`src/sv/multiple_recursive_generator_unit_assert.svh`:
```
// Assertion macros shared by the generator modules.
`ifndef MULTIPLE_RECURSIVE_GENERATOR_UNIT_ASSERT_SVH
`define MULTIPLE_RECURSIVE_GENERATOR_UNIT_ASSERT_SVH

// Clocked check that is switched off while reset is held.
`define MRG_ASSERT(label, prop, msg) \
    label: assert property (@(posedge i_clk) disable iff (!i_rst_n) prop) else $error(msg);

// Clocked check that also holds during reset.
`define MRG_ASSERT_ALWAYS(label, prop, msg) \
    label: assert property (@(posedge i_clk) prop) else $error(msg);

`endif

```
`src/sv/mrg_pkg.sv`:
```
// Shared constants, register codes and types of the recursive generator.
`timescale 1ns / 1ps

package mrg_pkg;

    localparam int ORDER_DEFAULT      = 4;
    localparam int VALUE_BITS_DEFAULT = 31;

    // Number of coefficient registers.
    localparam int NUM_COEFS = 4;

    localparam int CFG_IDX_W = 3;

    localparam logic [CFG_IDX_W-1:0] CFG_MODULUS    = 3'd0;
    localparam logic [CFG_IDX_W-1:0] CFG_ORDER_USED = 3'd1;
    localparam logic [CFG_IDX_W-1:0] CFG_COEF_1     = 3'd2;
    localparam logic [CFG_IDX_W-1:0] CFG_COEF_2     = 3'd3;
    localparam logic [CFG_IDX_W-1:0] CFG_COEF_3     = 3'd4;
    localparam logic [CFG_IDX_W-1:0] CFG_COEF_4     = 3'd5;

    localparam int ORDER_USED_W = 3;

    localparam logic [31:0] MODULUS_RESET = 32'h7FFF_FFFF;
    localparam logic [ORDER_USED_W-1:0] ORDER_USED_RESET = 3'd1;

    // Control of the shared multiply-accumulate unit.
    typedef struct packed {
        logic clear;
        logic mul_en;
        logic acc_en;
    } t_mac_ctrl;

endpackage

```
`src/sv/mrg_if.sv`:
```
// Handshake interfaces for the input, result and configuration channels.
`timescale 1ns / 1ps

interface mrg_item_if #(
    parameter int VALUE_BITS = mrg_pkg::VALUE_BITS_DEFAULT
);
    logic                  valid;
    logic                  ready;
    logic                  command;
    logic [VALUE_BITS-1:0] seed_value;

    modport source (output valid, output command, output seed_value, input ready);
    modport sink   (input valid, input command, input seed_value, output ready);
endinterface

interface mrg_value_if #(
    parameter int VALUE_BITS = mrg_pkg::VALUE_BITS_DEFAULT
);
    logic                  valid;
    logic                  ready;
    logic [VALUE_BITS-1:0] value;

    modport source (output valid, output value, input ready);
    modport sink   (input valid, input value, output ready);
endinterface

interface mrg_cfg_if #(
    parameter int VALUE_BITS = mrg_pkg::VALUE_BITS_DEFAULT
);
    logic                           valid;
    logic                           ready;
    logic [mrg_pkg::CFG_IDX_W-1:0]  index;
    logic [VALUE_BITS-1:0]          data;

    modport source (output valid, output index, output data, input ready);
    modport sink   (input valid, input index, input data, output ready);
endinterface

```
`src/sv/mrg_mac.sv`:
```
// Shared multiplier with a wide accumulator for the recursion terms.
`timescale 1ns / 1ps

module mrg_mac #(
    parameter int VALUE_BITS = mrg_pkg::VALUE_BITS_DEFAULT,
    parameter int SUM_BITS   = 2 * VALUE_BITS + 2
) (
    input  logic                  i_clk,
    input  mrg_pkg::t_mac_ctrl    i_ctrl,
    input  logic [VALUE_BITS-1:0] i_coef,
    input  logic [VALUE_BITS-1:0] i_hist,
    output logic [SUM_BITS-1:0]   o_acc
);

    localparam int PROD_BITS = 2 * VALUE_BITS;

    logic [PROD_BITS-1:0] r_prod;
    logic [SUM_BITS-1:0]  r_acc;

    always_ff @(posedge i_clk) begin
        if (i_ctrl.mul_en) begin
            r_prod <= PROD_BITS'(i_coef) * PROD_BITS'(i_hist);
        end
        if (i_ctrl.clear) begin
            r_acc <= '0;
        end else if (i_ctrl.acc_en) begin
            r_acc <= r_acc + SUM_BITS'(r_prod);
        end
    end

    assign o_acc = r_acc;

endmodule

```
`src/sv/mrg_rem.sv`:
```
// Radix-4 restoring remainder unit: two dividend bits per cycle.
`timescale 1ns / 1ps

`include "multiple_recursive_generator_unit_assert.svh"

module mrg_rem #(
    parameter int VALUE_BITS = mrg_pkg::VALUE_BITS_DEFAULT,
    parameter int SUM_BITS   = 2 * VALUE_BITS + 2
) (
    input  logic                  i_clk,
    input  logic                  i_rst_n,
    input  logic                  i_start,
    input  logic [SUM_BITS-1:0]   i_dividend,
    input  logic [VALUE_BITS-1:0] i_modulus,
    output logic                  o_done,
    output logic [VALUE_BITS-1:0] o_rem
);

    localparam int STEPS  = SUM_BITS / 2;
    localparam int CNT_W  = $clog2(STEPS);
    localparam int WIDE   = VALUE_BITS + 2;
    localparam int DIFF_W = VALUE_BITS + 3;

    logic                  r_busy;
    logic                  r_done;
    logic [CNT_W-1:0]      r_cnt;
    logic [SUM_BITS-1:0]   r_dividend;
    logic [VALUE_BITS-1:0] r_rem;

    logic [WIDE-1:0]       shifted;
    logic [WIDE-1:0]       m1;
    logic [WIDE-1:0]       m2;
    logic [WIDE-1:0]       m3;
    logic [DIFF_W-1:0]     d1;
    logic [DIFF_W-1:0]     d2;
    logic [DIFF_W-1:0]     d3;
    logic [VALUE_BITS-1:0] n_rem;

    always_comb begin
        shifted = {r_rem, r_dividend[SUM_BITS-1 -: 2]};
        m1      = WIDE'(i_modulus);
        m2      = {1'b0, i_modulus, 1'b0};
        m3      = m1 + m2;
        d1      = DIFF_W'(shifted) - DIFF_W'(m1);
        d2      = DIFF_W'(shifted) - DIFF_W'(m2);
        d3      = DIFF_W'(shifted) - DIFF_W'(m3);
        // Take the largest multiple of the modulus that still fits.
        priority if (!d3[DIFF_W-1]) begin
            n_rem = d3[VALUE_BITS-1:0];
        end else if (!d2[DIFF_W-1]) begin
            n_rem = d2[VALUE_BITS-1:0];
        end else if (!d1[DIFF_W-1]) begin
            n_rem = d1[VALUE_BITS-1:0];
        end else begin
            n_rem = shifted[VALUE_BITS-1:0];
        end
    end

    always_ff @(posedge i_clk) begin
        if (!i_rst_n) begin
            r_busy <= 1'b0;
            r_done <= 1'b0;
            r_cnt  <= '0;
        end else begin
            r_done <= 1'b0;
            if (i_start) begin
                r_busy <= 1'b1;
                r_cnt  <= '0;
            end else if (r_busy) begin
                r_cnt <= r_cnt + 1'b1;
                if (r_cnt == CNT_W'(STEPS - 1)) begin
                    r_busy <= 1'b0;
                    r_done <= 1'b1;
                end
            end
        end
    end

    always_ff @(posedge i_clk) begin
        if (i_start) begin
            r_dividend <= i_dividend;
            r_rem      <= '0;
        end else if (r_busy) begin
            r_dividend <= {r_dividend[SUM_BITS-3:0], 2'b00};
            r_rem      <= n_rem;
        end
    end

    assign o_done = r_done;
    assign o_rem  = r_rem;

    `MRG_ASSERT(a_start_busy, i_start |=> (r_busy && r_cnt == '0), "remainder unit did not start")
    `MRG_ASSERT_ALWAYS(a_done_idle, r_done |-> !r_busy, "remainder done while still busy")
    `MRG_ASSERT(a_last_step, (r_busy && !i_start && r_cnt == CNT_W'(STEPS - 1)) |=> r_done,
        "remainder unit missed its last step")

endmodule

```
`src/sv/multiple_recursive_generator_unit.sv`:
```
// Top level of the recursive generator: registers, history and sequencer.
// A load-seed item gives no result; the next item may follow at once.
// A generate item runs a multiply and an accumulate step for each of the k terms in use,
// then the load state, SUM_BITS/2 = 32 remainder steps and the done state.
// The next item is taken as the done state ends, later while a result waits.
// Synchronous active-low reset clears history, control state and registers to defaults.
`timescale 1ns / 1ps

`include "multiple_recursive_generator_unit_assert.svh"

module multiple_recursive_generator_unit #(
    parameter int ORDER      = mrg_pkg::ORDER_DEFAULT,
    parameter int VALUE_BITS = mrg_pkg::VALUE_BITS_DEFAULT
) (
    input  logic        i_clk,
    input  logic        i_rst_n,
    mrg_item_if.sink    i_item,
    mrg_cfg_if.sink     i_cfg,
    mrg_value_if.source o_result
);

    localparam int SUM_BITS = 2 * VALUE_BITS + 2;
    localparam int NTERM    = (ORDER < mrg_pkg::NUM_COEFS) ? ORDER : mrg_pkg::NUM_COEFS;
    localparam int CNT_W    = $clog2(NTERM + 1);
    localparam int OU_W     = mrg_pkg::ORDER_USED_W;

    localparam logic [2:0] ST_IDLE = 3'd0;
    localparam logic [2:0] ST_MUL  = 3'd1;
    localparam logic [2:0] ST_ACC  = 3'd2;
    localparam logic [2:0] ST_LOAD = 3'd3;
    localparam logic [2:0] ST_REM  = 3'd4;
    localparam logic [2:0] ST_DONE = 3'd5;

    logic [2:0]            r_state;
    logic [2:0]            n_state;
    logic [CNT_W-1:0]      r_term;
    logic [VALUE_BITS-1:0] r_modulus;
    logic [OU_W-1:0]       r_order_used;
    logic [VALUE_BITS-1:0] r_coef [mrg_pkg::NUM_COEFS];
    logic [VALUE_BITS-1:0] r_hist [ORDER];
    logic                  r_out_valid;
    logic [VALUE_BITS-1:0] r_out_value;

    logic [CNT_W-1:0]      k_use;
    logic [VALUE_BITS-1:0] coef_sel;
    logic [VALUE_BITS-1:0] hist_sel;
    mrg_pkg::t_mac_ctrl    mac_ctrl;
    logic [SUM_BITS-1:0]   acc;
    logic                  rem_start;
    logic                  rem_done;
    logic [VALUE_BITS-1:0] rem;
    logic                  in_fire;
    logic                  out_free;
    logic                  push;
    logic [VALUE_BITS-1:0] push_value;

    assign k_use = (r_order_used > OU_W'(NTERM)) ? CNT_W'(NTERM) : CNT_W'(r_order_used);

    always_comb begin
        coef_sel = '0;
        hist_sel = '0;
        for (int i = 0; i < NTERM; i++) begin
            if (r_term == CNT_W'(i)) begin
                coef_sel = r_coef[i];
                hist_sel = r_hist[i];
            end
        end
    end

    assign i_item.ready = (r_state == ST_IDLE);
    assign i_cfg.ready  = 1'b1;
    assign in_fire      = i_item.valid && i_item.ready;
    assign out_free     = !r_out_valid || o_result.ready;

    always_comb begin
        n_state         = r_state;
        mac_ctrl.clear  = 1'b0;
        mac_ctrl.mul_en = 1'b0;
        mac_ctrl.acc_en = 1'b0;
        rem_start       = 1'b0;
        push            = 1'b0;
        push_value      = rem;
        unique case (r_state)
            ST_IDLE: begin
                if (in_fire) begin
                    if (i_item.command) begin
                        mac_ctrl.clear = 1'b1;
                        n_state = (k_use == '0) ? ST_LOAD : ST_MUL;
                    end else begin
                        push       = 1'b1;
                        push_value = i_item.seed_value;
                    end
                end
            end
            ST_MUL: begin
                mac_ctrl.mul_en = 1'b1;
                n_state = ST_ACC;
            end
            ST_ACC: begin
                mac_ctrl.acc_en = 1'b1;
                n_state = (r_term + 1'b1 == k_use) ? ST_LOAD : ST_MUL;
            end
            ST_LOAD: begin
                rem_start = 1'b1;
                n_state = ST_REM;
            end
            ST_REM: begin
                if (rem_done) begin
                    n_state = ST_DONE;
                end
            end
            ST_DONE: begin
                if (out_free) begin
                    push = 1'b1;
                    // With a zero modulus no reduction exists and the value is zero.
                    push_value = (r_modulus == '0) ? '0 : rem;
                    n_state = ST_IDLE;
                end
            end
            default: begin
                n_state = ST_IDLE;
            end
        endcase
    end

    always_ff @(posedge i_clk) begin
        if (!i_rst_n) begin
            r_state     <= ST_IDLE;
            r_term      <= '0;
            r_out_valid <= 1'b0;
            for (int i = 0; i < ORDER; i++) begin
                r_hist[i] <= '0;
            end
        end else begin
            r_state <= n_state;
            if (mac_ctrl.clear) begin
                r_term <= '0;
            end else if (mac_ctrl.acc_en) begin
                r_term <= r_term + 1'b1;
            end
            if (push) begin
                for (int i = ORDER - 1; i > 0; i--) begin
                    r_hist[i] <= r_hist[i-1];
                end
                r_hist[0] <= push_value;
            end
            if (r_state == ST_DONE && out_free) begin
                r_out_valid <= 1'b1;
            end else if (o_result.ready) begin
                r_out_valid <= 1'b0;
            end
        end
    end

    always_ff @(posedge i_clk) begin
        if (r_state == ST_DONE && out_free) begin
            r_out_value <= push_value;
        end
    end

    // Register writes; indexes past the list are ignored.
    always_ff @(posedge i_clk) begin
        if (!i_rst_n) begin
            r_modulus    <= VALUE_BITS'(mrg_pkg::MODULUS_RESET);
            r_order_used <= mrg_pkg::ORDER_USED_RESET;
            r_coef[0]    <= VALUE_BITS'(1);
            for (int i = 1; i < mrg_pkg::NUM_COEFS; i++) begin
                r_coef[i] <= '0;
            end
        end else if (i_cfg.valid) begin
            unique case (i_cfg.index)
                mrg_pkg::CFG_MODULUS:    r_modulus    <= i_cfg.data;
                mrg_pkg::CFG_ORDER_USED: r_order_used <= i_cfg.data[OU_W-1:0];
                mrg_pkg::CFG_COEF_1:     r_coef[0]    <= i_cfg.data;
                mrg_pkg::CFG_COEF_2:     r_coef[1]    <= i_cfg.data;
                mrg_pkg::CFG_COEF_3:     r_coef[2]    <= i_cfg.data;
                mrg_pkg::CFG_COEF_4:     r_coef[3]    <= i_cfg.data;
                default: begin
                end
            endcase
        end
    end

    assign o_result.valid = r_out_valid;
    assign o_result.value = r_out_value;

    mrg_mac #(
        .VALUE_BITS (VALUE_BITS),
        .SUM_BITS   (SUM_BITS)
    ) u_mac (
        .i_clk  (i_clk),
        .i_ctrl (mac_ctrl),
        .i_coef (coef_sel),
        .i_hist (hist_sel),
        .o_acc  (acc)
    );

    mrg_rem #(
        .VALUE_BITS (VALUE_BITS),
        .SUM_BITS   (SUM_BITS)
    ) u_rem (
        .i_clk      (i_clk),
        .i_rst_n    (i_rst_n),
        .i_start    (rem_start),
        .i_dividend (acc),
        .i_modulus  (r_modulus),
        .o_done     (rem_done),
        .o_rem      (rem)
    );

    `MRG_ASSERT(a_term_range, (r_state == ST_MUL) |-> (r_term < k_use),
        "term index beyond the terms in use")
    `MRG_ASSERT(a_rem_to_done, (r_state == ST_REM && rem_done) |=> (r_state == ST_DONE),
        "remainder result not taken")
    `MRG_ASSERT(a_result_shown, (r_state == ST_DONE && out_free) |=> r_out_valid,
        "finished item did not reach the output register")

endmodule

```
`src/flat_wrapper.sv`:
```
// flat-port wrapper written by rule: the top's interface ports become plain ports
module multiple_recursive_generator_unit_flat 
#(
    parameter int ORDER      = mrg_pkg::ORDER_DEFAULT,
    parameter int VALUE_BITS = mrg_pkg::VALUE_BITS_DEFAULT
)
  (i_clk, i_rst_n, i_item_valid, i_item_command, i_item_seed_value, i_item_ready, i_cfg_valid, i_cfg_index, i_cfg_data, i_cfg_ready, o_result_valid, o_result_value, o_result_ready);
  mrg_item_if #(.VALUE_BITS(VALUE_BITS)) i_item_i ();
  mrg_cfg_if #(.VALUE_BITS(VALUE_BITS)) i_cfg_i ();
  mrg_value_if #(.VALUE_BITS(VALUE_BITS)) o_result_i ();
  input  logic i_clk;
  input  logic i_rst_n;
  input wire logic [$bits(i_item_i.valid)-1:0] i_item_valid;
  input wire logic [$bits(i_item_i.command)-1:0] i_item_command;
  input wire logic [$bits(i_item_i.seed_value)-1:0] i_item_seed_value;
  output wire logic [$bits(i_item_i.ready)-1:0] i_item_ready;
  input wire logic [$bits(i_cfg_i.valid)-1:0] i_cfg_valid;
  input wire logic [$bits(i_cfg_i.index)-1:0] i_cfg_index;
  input wire logic [$bits(i_cfg_i.data)-1:0] i_cfg_data;
  output wire logic [$bits(i_cfg_i.ready)-1:0] i_cfg_ready;
  output wire logic [$bits(o_result_i.valid)-1:0] o_result_valid;
  output wire logic [$bits(o_result_i.value)-1:0] o_result_value;
  input wire logic [$bits(o_result_i.ready)-1:0] o_result_ready;
  assign i_item_i.valid = i_item_valid;
  assign i_item_i.command = i_item_command;
  assign i_item_i.seed_value = i_item_seed_value;
  assign i_item_ready = i_item_i.ready;
  assign i_cfg_i.valid = i_cfg_valid;
  assign i_cfg_i.index = i_cfg_index;
  assign i_cfg_i.data = i_cfg_data;
  assign i_cfg_ready = i_cfg_i.ready;
  assign o_result_valid = o_result_i.valid;
  assign o_result_value = o_result_i.value;
  assign o_result_i.ready = o_result_ready;
  multiple_recursive_generator_unit #(.ORDER(ORDER), .VALUE_BITS(VALUE_BITS)) u_core (.i_clk(i_clk), .i_rst_n(i_rst_n), .i_item(i_item_i), .i_cfg(i_cfg_i), .o_result(o_result_i));
endmodule
```
`config.mk`:
```
export PLATFORM = sky130hd
export DESIGN_NAME = multiple_recursive_generator_unit_flat
export DESIGN_NICKNAME = d
export VERILOG_FILES = /design/src/sv/mrg_pkg.sv /design/src/sv/mrg_if.sv /design/src/sv/mrg_mac.sv /design/src/sv/mrg_rem.sv /design/src/sv/multiple_recursive_generator_unit.sv /design/src/flat_wrapper.sv
export VERILOG_INCLUDE_DIRS = /design/src /design/src/sv
export SDC_FILE = /design/constraint.sdc
export NUM_CORES = 2
export LEC_CHECK = 0
export ABC_AREA = 1
export CAP_MARGIN = 20
export CORE_ASPECT_RATIO = 1.2
export CORE_MARGIN = 3
export CORE_UTILIZATION = 40
export CTS_BUF_LIST = sky130_fd_sc_hd__clkbuf_4
export DETAILED_ROUTE_END_ITERATION = 16
export DONT_BUFFER_PORTS = 1
export SETUP_SLACK_MARGIN = 0.05
export SYNTH_ARGS = -nofsm -noshare
export SYNTH_HDL_FRONTEND = slang
export SYNTH_SLANG_ARGS = --single-unit
```
`constraint.sdc`:
```
create_clock -name i_clk -period 9.8 [get_ports i_clk]
set_input_delay 0.49 -clock i_clk [delete_from_list [all_inputs] [get_ports i_clk]]
set_output_delay 0.49 -clock i_clk [all_outputs]
set_load 0.05 [all_outputs]
```
==> impl_metrics.ini <==
[drt]
ant_nets = 0
avgRoutedWirePerCell_um = 22.25
wl_met1_mm = 88.49
wl_met3_mm = 13.71
vias = 56230
highest_layer = met5
first_pass_iters = 5
wl_mm = 239.7
wl_met2_mm = 119.7
viasPerCell = 5.219
drc_errors = 0
first_iter_violations = 3966

[synthesis]
synth_top_area_cell = fa_1
synth_ff_type = edfxtp_1
synth_nets = 9762
synth_edf_count = 405
yosys_register_bits = 548
ys_seq_area_share_pct = 22.57
yosysUniqueCellTypes = 61
synth_area_um2 = 66560
synthCells = 8384
yosysWarningCount = 0
syn_area_per_cell_um2 = 7.939
synth_top_area_share_pct = 26.17
yosys-top-cells-area = fa_1 (26%), edfxtp_1 (18%), nand2_1 (12%), inv_1 (10%), ha_1 (8.2%)
ys_async_sr_fraction_pct = 0

[floorplan]
start_util_pct = 40.34
num_rows = 163
die_y_um = 452.9
core_area_um2 = 165000
dieArea_um2 = 171400
die_w_um = 378.4
pin_count = 105

[layout]
final_cell_mix = nand2_1 (2073), inv_1 (1783), fa_1 (870)
final_nets = 9870
finalNonFillerCells = 10780
stdcell_area_um2 = 72100
area_growth_pct = 8.326
drive_above_1_share_pct = 6.299
final_common_cell = nand2_1

[global_routing]
antenna_found_initial = 7
grt_pass1_vias = 59740
overflow = 0
grt_max_degree = 86
grt_first_pass_wirelength_mm = 362.3
grt_usage_pct = 28.27

[setup_path]
crit_path_start_kind = flop
cp-endpoint = u_core.u_mac.r_prod[45]
crit_top_cell = fa_1
crit_path_start = u_core.r_term[0]
crit_path_end_kind = flop
path_class = reg -> reg
rr_worst_depth = 29
critPathMaxFanout = 60
reg2reg_slack_ps = 550
crit_arrival_ps = 10100
required_ps = 10650
crit_slowest_cell = inv_1
reg2reg_to = u_core.u_mac.r_prod[45]
critPathMaxStageDelay_ps = 730
r2r-start = u_core.r_term[0]

[sta]
hold_viol = 0
worstMarginPinSlew_ps = 1020
fin_setup_tns_ps = 0
period_needed_ps = 9252
slew_headroom_pct = 31.90
clock_skew_ps = 101.2
clock.fmax_ghz = 0.1081
holdWs_ps = 158.4
setup_viol = 0
period_share_pct = 94.40
finalMaxSlewViolations = 0
rsz0062_at_grt = no

[placement]
place_area_um2 = 68920
dp.cells = 10380
routabilityCongestion = 0.9796
port_buffers = 0
hpwl_mm = 194.1

[clock_network]
htree_levels = 4
numCtsBuffers = 155
clock-sinks = 548
insertion_delay_ps = 1180
cts_tree = built
post_cts_buffers = 0
cts_root_buffer = clkbuf_4
clkTransAtPathRegs_ps = 70
cts_buffer_depth = 3

[outcome]
status = finished, final reports clean

[hold_path]
min_path_type = in -> reg

[job]
max-cap-violations = 0
==> stage by stage <==
| step | util [%] | setup slack (ps) |
|---|---|---|
| after floorplan | - | 2086 |
| after global placement | 41.77 | 638.1 |
| after detailed placement | 41.77 | 608.3 |
| after CTS | 43.68 | 554.1 |
| after global routing | 43.69 | 60.50 |
| final | 43.70 | 548.4 |
==> layout make-up <==
| class | instances | area [µm²] |
|---|---|---|
| clock buffer | 233 | 1749 |
| timing repair buffer | 250 | 2227 |
| clock inverter | 52 | 384.1 |
| sequential | 548 | 15020 |
| antenna | 10 | 25.02 |
| fill | 16850 | 92890 |
| multi-input combinational | 5701 | 43120 |
| tap | 2145 | 2684 |
| inverter | 1836 | 6893 |
==> synthesized netlist by cell type, drive strengths merged (10+ instances only) <==
cell type,count
a221oi,33
a21oi,349
xor2,93
o21bai,61
buf,223
a31oi,34
a21o,20
nand3,235
nor3,47
nor2,782
nand3b,10
edfxtp,405
dfxtp,143
nand4,36
o21ai,310
clkbuf,76
ha,437
or2,17
o211ai,84
xnor2,46
nand2,2085
inv,1835
a22oi,34
o21a,34
and2,29
nor4,18
fa,870
==> logic make-up (layout without fill, tap and decap cells) <==
group | Yosys count | in the layout | share of synthesized area [%]
XOR/XNOR | 139 | 139 | 1.829
AND/OR/NAND/NOR | 3270 | 3270 | 19.67
other | 1 | 11 | 0.005634
adder cells (fa/ha/maj) | 1307 | 1307 | 34.38
buffers and inverters | 2135 | 2371 | 12.78
AO/OA/AOI/OAI | 984 | 984 | 8.764
flip-flops | 548 | 548 | 22.57
==> critical path: cells and delay by family, from the launching register on <==
kind / cells / cell delay [ps]
AOI/OAI and AO/OA: 2 / 550
xor gates and xnor gates: 1 / 140
adders and majority gates: 11 / 4710
buffers and inverters: 9 / 2020
DFF: 1 / 390
and+or+nand+nor: 6 / 1110
==> how the worst min path moves through the flow <==
stage | from | end | slack (ps) | depth (start not counted)
6_report | i_item_valid | u_core.r_term[2] | 160 | 6
5_1_grt | i_rst_n | u_core.r_coef[0][25] | 100 | 1
4_1_cts | i_rst_n | u_core.r_coef[0][25] | 40 | 1
3_5_place_dp | u_core.r_order_used[1] | u_core.r_order_used[1] | 450 | 2
3_3_place_gp | u_core.r_order_used[1] | u_core.r_order_used[1] | 440 | 2
2_1_floorplan | u_core.r_order_used[1] | u_core.r_order_used[1] | 420 | 2
==> state kept, by name (all words and copies together), names as in the netlist, 3 cells and up <==
| signal | count |
|---|---|
| u_core.r_order_used | 3 |
| u_core.u_rem.r_dividend | 64 |
| u_core.u_mac.o_acc | 64 |
| u_core.r_modulus | 31 |
| u_core.r_coef | 124 |
| u_core.u_rem.o_rem | 31 |
| u_core.u_mac.r_prod | 62 |
| u_core.r_term | 3 |
| u_core.r_hist | 124 |
| u_core.r_state | 3 |
| u_core.o_result.value | 31 |
| u_core.u_rem.r_cnt | 5 |
==> per-layer routing <==
| layer | track usage (%) | up-vias |
|---|---|---|
| li1 | - | 26020 |
| met1 | 31.62 | 27460 |
| met2 | 50.28 | 2098 |
| met3 | 3.991 | 650 |
| met4 | 18.05 | 2 |
| met5 | 0 | - |
==> what timing repair did <==
item / CTS / global route
hold buffers: 101 / 0
setup endpoints to repair: 0 / 0
gates resized for setup: 0 / 0
endpoints found under the hold margin: 359 / 0
Power is left out: the tool's default activity adds up to more than one toggle a clock period on the data nets, which glitch-free logic cannot reach.
